File: config.mk
export PLATFORM = sky130hd
export DESIGN_NAME = tlb_page_table_translator_flat
export DESIGN_NICKNAME = d
export VERILOG_FILES = /design/src/tlbpt_pkg.sv /design/src/tlbpt_if.sv /design/src/tlbpt_ram.sv /design/src/tlb_page_table_translator.sv /design/src/flat_wrapper.sv
export SDC_FILE = /design/constraint.sdc
export NUM_CORES = 2
export LEC_CHECK = 0
export BUFFER_PORTS_ARGS = -buffer_cell sky130_fd_sc_hd__buf_2
export CORE_MARGIN = 3
export CORE_UTILIZATION = 50
export DETAILED_ROUTE_END_ITERATION = 7
export GPL_TIMING_DRIVEN = 0
export PLACE_DENSITY_LB_ADDON = 0.3
export SKIP_CTS_REPAIR_TIMING = 1
export SLEW_MARGIN = 15
export SYNTH_ARGS = -nofsm -noshare
export SYNTH_HDL_FRONTEND = slang
export SYNTH_SLANG_ARGS = --single-unit
File: constraint.sdc
create_clock -name i_clk -period 15.16 [get_ports i_clk]
set_input_delay 1.516 -clock i_clk [delete_from_list [all_inputs] [get_ports i_clk]]
set_output_delay 1.516 -clock i_clk [all_outputs]
set_load 0.01 [all_outputs]
File: src/tlbpt_pkg.sv
package tlbpt_pkg;

    localparam int ADDR_W      = 16;
    localparam int CNT_W       = 32;
    localparam int PAGE_COUNT  = 256;
    localparam int OFFSET_SPAN = 256;
    localparam int NUM_FRAMES  = 256;
    localparam int PAGE_W      = $clog2(PAGE_COUNT);
    localparam int OFFSET_W    = $clog2(OFFSET_SPAN);
    localparam int FRAME_W     = $clog2(NUM_FRAMES);

    localparam int TLB_ENTRIES_DEF = 16;

    typedef struct packed {
        logic [ADDR_W-1:0] logical_address;
    } t_in_item;

    typedef struct packed {
        logic [ADDR_W-1:0] physical_address;
        logic              tlb_hit;
        logic              page_fault;
        logic [PAGE_W-1:0] fetch_page;
        logic [CNT_W-1:0]  hit_total;
        logic [CNT_W-1:0]  fault_total;
    } t_out_item;

endpackage

File: src/tlbpt_if.sv
interface tlbpt_in_if;
    logic                valid;
    logic                ready;
    tlbpt_pkg::t_in_item data;

    modport source (output valid, output data, input ready);
    modport sink   (input valid, input data, output ready);
endinterface

interface tlbpt_out_if;
    logic                 valid;
    logic                 ready;
    tlbpt_pkg::t_out_item data;

    modport source (output valid, output data, input ready);
    modport sink   (input valid, input data, output ready);
endinterface

File: src/tlbpt_ram.sv
module tlbpt_ram #(
    parameter int WIDTH = 8,
    parameter int DEPTH = 256
) (
    input  logic                     i_clk,
    input  logic                     i_we,
    input  logic [$clog2(DEPTH)-1:0] i_waddr,
    input  logic [WIDTH-1:0]         i_wdata,
    input  logic                     i_re,
    input  logic [$clog2(DEPTH)-1:0] i_raddr,
    output logic [WIDTH-1:0]         o_rdata
);

    logic [WIDTH-1:0] r_mem [DEPTH];
    logic [WIDTH-1:0] r_rdata;

    // read-first: a read at the written address returns the old word
    always_ff @(posedge i_clk) begin
        if (i_we) begin
            r_mem[i_waddr] <= i_wdata;
        end
        if (i_re) begin
            r_rdata <= r_mem[i_raddr];
        end
    end

    assign o_rdata = r_rdata;

endmodule

File: src/tlb_page_table_translator.sv
// Logical-to-physical address translator: a fully associative TLB in front of a
// demand-paged page table.
// Input channel i_in (sink): one logical address per item; upper bits page, lower
// bits offset. Output channel o_out (source): physical address, TLB hit and page
// fault flags, the page to fetch on a fault, and running hit and fault counts.
// Pipeline: two register stages, the lookup stage and then the result register; an
// item accepted on i_in passes through both before its result shows on o_out.
// Throughput: one item per cycle while o_out.ready stays high. The page table RAM
// is read when the item is accepted; a page-table write by the item just ahead is
// forwarded, so back to back items to the same page see each other's mapping.
// A TLB miss installs the page in FIFO order; a page with no mapping takes the
// next frame (wrapping) and is reported as a fault.
// Reset (i_rst_n low, synchronous) empties both stages, invalidates all TLB and
// page-table entries and clears the frame counter, FIFO slot and counts.
// When o_out.ready is low a valid result register holds; the lookup stage can still
// take one more item, after which i_in.ready drops until the result is taken.
module tlb_page_table_translator #(
    parameter int TLB_ENTRIES = tlbpt_pkg::TLB_ENTRIES_DEF
) (
    input  logic               i_clk,
    input  logic               i_rst_n,
    tlbpt_in_if.sink           i_in,
    tlbpt_out_if.source        o_out
);

    localparam int PAGE_W   = tlbpt_pkg::PAGE_W;
    localparam int OFFSET_W = tlbpt_pkg::OFFSET_W;
    localparam int FRAME_W  = tlbpt_pkg::FRAME_W;
    localparam int CNT_W    = tlbpt_pkg::CNT_W;
    localparam int SLOT_W   = (TLB_ENTRIES > 1) ? $clog2(TLB_ENTRIES) : 1;

    // lookup stage
    logic                     r_b_vld;
    logic [PAGE_W-1:0]        r_page;
    logic [OFFSET_W-1:0]      r_offset;
    logic                     r_byp;
    logic [FRAME_W-1:0]       r_byp_frame;

    // TLB
    logic [TLB_ENTRIES-1:0]   r_tlb_vld;
    logic [PAGE_W-1:0]        r_tlb_tag   [TLB_ENTRIES];
    logic [FRAME_W-1:0]       r_tlb_frame [TLB_ENTRIES];
    logic [SLOT_W-1:0]        r_fill;

    // page table valid bits; frames live in the RAM
    logic [tlbpt_pkg::PAGE_COUNT-1:0] r_tbl_vld;

    logic [FRAME_W-1:0]       r_next_frame;
    logic [CNT_W-1:0]         r_hits;
    logic [CNT_W-1:0]         r_faults;

    logic                     r_o_vld;
    tlbpt_pkg::t_out_item     r_out;

    logic                     in_fire;
    logic                     b_adv;
    logic [PAGE_W-1:0]        in_page;
    logic                     hit;
    logic [FRAME_W-1:0]       hit_frame;
    logic [FRAME_W-1:0]       ram_rdata;
    logic [FRAME_W-1:0]       tbl_frame;
    logic                     tbl_valid;
    logic                     fault;
    logic [FRAME_W-1:0]       frame;
    logic                     wr_en;

    logic [FRAME_W-1:0]       n_next_frame;
    logic [SLOT_W-1:0]        n_fill;
    logic [CNT_W-1:0]         n_hits;
    logic [CNT_W-1:0]         n_faults;
    tlbpt_pkg::t_out_item     n_out;

    assign b_adv   = r_b_vld && (!r_o_vld || o_out.ready);
    assign i_in.ready = !r_b_vld || b_adv;
    assign in_fire = i_in.valid && i_in.ready;
    assign in_page = i_in.data.logical_address[OFFSET_W +: PAGE_W];

    // parallel tag compare, lowest matching entry wins
    always_comb begin
        hit       = 1'b0;
        hit_frame = '0;
        for (int i = TLB_ENTRIES - 1; i >= 0; i--) begin
            if (r_tlb_vld[i] && (r_tlb_tag[i] == r_page)) begin
                hit       = 1'b1;
                hit_frame = r_tlb_frame[i];
            end
        end
    end

    assign tbl_valid = r_tbl_vld[r_page];
    assign tbl_frame = r_byp ? r_byp_frame : ram_rdata;
    assign fault     = !hit && !tbl_valid;
    assign wr_en     = b_adv && fault;

    always_comb begin
        if (hit) begin
            frame = hit_frame;
        end else if (tbl_valid) begin
            frame = tbl_frame;
        end else begin
            frame = r_next_frame;
        end
    end

    always_comb begin
        n_next_frame = r_next_frame;
        n_fill       = r_fill;
        n_hits       = r_hits;
        n_faults     = r_faults;
        if (hit) begin
            n_hits = r_hits + 1'b1;
        end else begin
            n_fill = (r_fill == SLOT_W'(TLB_ENTRIES - 1)) ? '0 : r_fill + 1'b1;
        end
        if (fault) begin
            n_faults     = r_faults + 1'b1;
            n_next_frame = (r_next_frame == FRAME_W'(tlbpt_pkg::NUM_FRAMES - 1)) ?
                           '0 : r_next_frame + 1'b1;
        end
    end

    always_comb begin
        n_out.physical_address = {frame, r_offset};
        n_out.tlb_hit          = hit;
        n_out.page_fault       = fault;
        n_out.fetch_page       = fault ? r_page : '0;
        n_out.hit_total        = n_hits;
        n_out.fault_total      = n_faults;
    end

    tlbpt_ram #(
        .WIDTH (FRAME_W),
        .DEPTH (tlbpt_pkg::PAGE_COUNT)
    ) u_table (
        .i_clk   (i_clk),
        .i_we    (wr_en),
        .i_waddr (r_page),
        .i_wdata (r_next_frame),
        .i_re    (in_fire),
        .i_raddr (in_page),
        .o_rdata (ram_rdata)
    );

    always_ff @(posedge i_clk) begin
        if (!i_rst_n) begin
            r_b_vld      <= 1'b0;
            r_o_vld      <= 1'b0;
            r_tlb_vld    <= '0;
            r_tbl_vld    <= '0;
            r_fill       <= '0;
            r_next_frame <= '0;
            r_hits       <= '0;
            r_faults     <= '0;
        end else begin
            if (in_fire) begin
                r_b_vld <= 1'b1;
            end else if (b_adv) begin
                r_b_vld <= 1'b0;
            end
            if (b_adv) begin
                r_o_vld <= 1'b1;
            end else if (o_out.ready) begin
                r_o_vld <= 1'b0;
            end
            if (b_adv) begin
                r_fill       <= n_fill;
                r_next_frame <= n_next_frame;
                r_hits       <= n_hits;
                r_faults     <= n_faults;
                if (!hit) begin
                    r_tlb_vld[r_fill] <= 1'b1;
                end
                if (fault) begin
                    r_tbl_vld[r_page] <= 1'b1;
                end
            end
        end
    end

    always_ff @(posedge i_clk) begin
        if (in_fire) begin
            r_page      <= in_page;
            r_offset    <= i_in.data.logical_address[OFFSET_W-1:0];
            // RAM read and the write of the item ahead share this edge
            r_byp       <= wr_en && (in_page == r_page);
            r_byp_frame <= r_next_frame;
        end
        if (b_adv) begin
            r_out <= n_out;
            if (!hit) begin
                r_tlb_tag[r_fill]   <= r_page;
                r_tlb_frame[r_fill] <= frame;
            end
        end
    end

    assign o_out.valid = r_o_vld;
    assign o_out.data  = r_out;

endmodule

File: src/flat_wrapper.sv
// flat-port wrapper written by rule: the top's interface ports become plain ports
module tlb_page_table_translator_flat 
#(
    parameter int TLB_ENTRIES = tlbpt_pkg::TLB_ENTRIES_DEF
)
  (i_clk, i_rst_n, i_in_valid, i_in_data, i_in_ready, o_out_valid, o_out_data, o_out_ready);
  tlbpt_in_if i_in_i ();
  tlbpt_out_if o_out_i ();
  input  logic i_clk;
  input  logic i_rst_n;
  input wire logic [$bits(i_in_i.valid)-1:0] i_in_valid;
  input wire logic [$bits(i_in_i.data)-1:0] i_in_data;
  output wire logic [$bits(i_in_i.ready)-1:0] i_in_ready;
  output wire logic [$bits(o_out_i.valid)-1:0] o_out_valid;
  output wire logic [$bits(o_out_i.data)-1:0] o_out_data;
  input wire logic [$bits(o_out_i.ready)-1:0] o_out_ready;
  assign i_in_i.valid = i_in_valid;
  assign i_in_i.data = i_in_data;
  assign i_in_ready = i_in_i.ready;
  assign o_out_valid = o_out_i.valid;
  assign o_out_data = o_out_i.data;
  assign o_out_i.ready = o_out_ready;
  tlb_page_table_translator #(.TLB_ENTRIES(TLB_ENTRIES)) u_core (.i_clk(i_clk), .i_rst_n(i_rst_n), .i_in(i_in_i), .o_out(o_out_i));
endmodule
==> flow_metrics.tcl <==
set metrics [dict create \
    outcome "completed" \
    netlist_instances 5520 \
    reg2reg_slack_ns 8.12 \
    layout-drive-gt1-share_pct 27.9 \
    synth_largest_area_cell "edfxtp_1" \
    cp-start-kind "flop" \
    grt_pass1_wl_mm 429 \
    power_mw 15.8 \
    synth_top_area_share_pct 66.4 \
    place_inst 8559 \
    synth.area.top_cells "edfxtp_1, mux4_2, dfxtp_1" \
    cts-buffers-inserted 294 \
    place_congestion 0.978 \
    cap_violations 0 \
    clk_pin_slew_worst_paths_ns 0.06 \
    overflow 0 \
    skew_ns 0.0860 \
    path_class "flop to flop" \
    reg2reg_depth 13 \
    ys_ff_latch 2777 \
    required_ns 15.67 \
    hold_path_startpoint "u_core.r_offset[0]" \
    io_pins 112 \
    cellLeakagePower_nw 40.9 \
    final_cells 9073 \
    fmax_ghz 0.142 \
    die_area_um2 225000 \
    cts_tree "built" \
    post-dp-hpwl_mm 209 \
    fillers 15900 \
    post-route-util_pct 57.2 \
    wl_per_cell_um 33.5 \
    holdPathEnd "u_core.o_out.data[74]" \
    synthArstFlopShare_pct 0 \
    viasPerCell 6.44 \
    ys_warn_count 0 \
    core_um2 218000 \
    detail-route-antenna-nets 0 \
    detail_route.iter0.violations 8372 \
    postPlaceCellArea_um2 115000 \
    grt_usage_pct 27.0 \
    design_area_um2 125000 \
    fin_ws_ns 8.12 \
    tns_ns 0 \
    wl_mm 304 \
    vdd_drop_max_mv 0.113 \
    period_needed_ns 7.04 \
    drtPass1Iterations 5 \
    hold_path.class "flop to flop" \
    antenna_found_initial 12 \
    synth_fp_nets 5547 \
    clockRootBuffer "clkbuf_16" \
    cp_max_fo 17 \
    setup-violations-final 0 \
    critPathArrivalTime_ns 7.54 \
    yosysUniqueCellTypes 65 \
    clk_path_buf_depth 4 \
    cts_sinks 2777 \
    nNetsFinal 6030 \
    cp-end-kind "flop" \
    p_per_area_nw_per_um2 127 \
    first_global_vias 57400 \
    hold_viol 0 \
    rr_endpoint "u_core.u_table.r_mem[152][6]" \
    grt_max_degree 85 \
    die_h_um 475 \
    synth-main-ff-cell "edfxtp_1" \
    relSlewSlack_pct 9.34 \
    area_growth_pct 13.5 \
    pre_cts_slack_ns 8.35 \
    rows 171 \
    synth_area_um2 110000 \
    initial_core_util_pct 50.4 \
    seq_area_frac_synth_pct 72.8 \
    rsz0062_at_grt "false" \
    slew_violations 0 \
    die_x_um 475 \
    r2r-start "u_core.r_page[1]" \
    hold_depth 0 \
    period_share_pct 46.4 \
    num_vias 58400 \
    cts_htree_levels 5 \
    hold_ws_ns 0.418 \
    drc_errors 0 \
    synth_edf_count 2427 \
    syn_area_per_cell_um2 19.9 \
    max_slew.worst_pin.slew_ns 1.36 \
    clock_latency_ns 0.97 \
    port-buffer-count 110 \
]
## placed cells by master (no fill, tap or decap), types with 20 or more instances in the layout
master     instances
edfxtp_1        2427
clkbuf_2          30
o21a_1           275
clkinv_2          43
clkbuf_16        301
and3_1            37
mux2i_1           43
buf_2            161
buf_16            21
buf_4             37
nor2b_1           26
nand3_1           88
xnor2_1          183
nor3_2           245
nand4_1           52
dfxtp_1          342
mux4_2           739
buf_1             69
nor2_1            85
or3_1             20
buf_6             50
clkinv_1          57
o21ai_0           42
clkbuf_1         211
bufinv_16         21
nor4_1            22
inv_1             31
nor3_1            60
nand2_1          148
and2_1            45
xor2_1            59
## final cells by class
class | count | area [µm²] | share of cell area [%]
sequential | 2777 | 79900 | 64.1
multi-input combinational | 2365 | 28500 | 22.9
clock buffer | 369 | 7890 | 6.33
tap | 2854 | 3570 | 2.87
timing repair buffer | 187 | 1720 | 1.38
buffer | 345 | 1680 | 1.35
clock inverter | 136 | 1230 | 0.991
inverter | 33 | 124 | 0.0994
antenna | 7 | 17.5 | 0.0141
## worst max-delay path, stage by stage, from the launching register on
cell and delay (ns):
edfxtp_1 0.83, buf_2 0.52, buf_4 0.42, buf_4 0.37
buf_6 0.30, buf_2 0.55, mux2i_1 0.63, a211oi_1 0.17
o221ai_1 0.35, a41o_2 0.45, nand2_2 0.36, buf_4 0.35
buf_6 0.19, nor3_2 0.97
## flip-flops by register name (all words and copies together), names as in the netlist, 16 cells and up
register and cells:
u_core.u_table.r_mem 2048, u_core.r_tlb_frame 128, u_core.r_tbl_vld 256, u_core.r_hits 32, u_core.o_out.data 90, u_core.r_tlb_tag 128, u_core.r_faults 32, u_core.r_tlb_vld 16
## Yosys cell counts (20+ instances only)
master,n
nor3_2,212
nor4_1,22
o21a_1,275
nand4_1,52
nand3_1,88
xor2_1,59
clkbuf_1,177
xnor2_1,183
nand2_1,148
buf_1,92
or3_1,20
o21ai_0,42
buf_6,29
nor2_1,85
inv_1,31
nor2b_1,26
buf_2,35
and3_1,37
mux2i_1,43
dfxtp_1,350
and2_1,46
mux4_2,739
edfxtp_1,2427
nor3_1,107
## report_power, final
| group | total (mW) | switching [mW] | internal (mW) |
|---|---|---|---|
| clock network | 6.92 | 2.89 | 4.03 |
| logic | 0.571 | 0.401 | 0.171 |
| registers | 8.27 | 0.0218 | 8.25 |
| total | 15.8 | 3.31 | 12.5 |
## routing by layer
layer  up-vias  share of wire (%)  track usage, %
li1      23500                  -               -
met4         2                4.6            11.4
met1     30800                 39            37.3
met3       637                 10            6.27
met5         -             0.0043               0
met2      3419                 47            41.6
## cell families (layout without fill, tap and decap cells)
kind of cell	after synthesis	count (layout)	share of synthesized area (%)
buffers and inverters	378	1070	1.59
other	0	7	0
muxes	785	785	15.6
DFF	2777	2777	72.8
adders and majority gates	7	7	0.0798
xor gates and xnor gates	242	242	1.93
AOI/OAI and AO/OA	445	445	2.96
and+or+nand+nor	886	886	5.08
## how the worst max path moves through the flow
stage,startpoint,end,cells past startpoint
finish,u_core.r_page[1],u_core.u_table.r_mem[152][6],13
global route,u_core.r_page[1],u_core.u_table.r_mem[188][7],13
CTS,u_core.r_page[1],u_core.u_table.r_mem[183][3],13
detailed placement,u_core.r_page[1],u_core.u_table.r_mem[182][7],13
global placement,u_core.r_next_frame[1],u_core.r_next_frame[6],6
floorplan,o_out_ready,u_core.r_faults[5],8
Note: power is estimated with default switching activity, not from simulation.
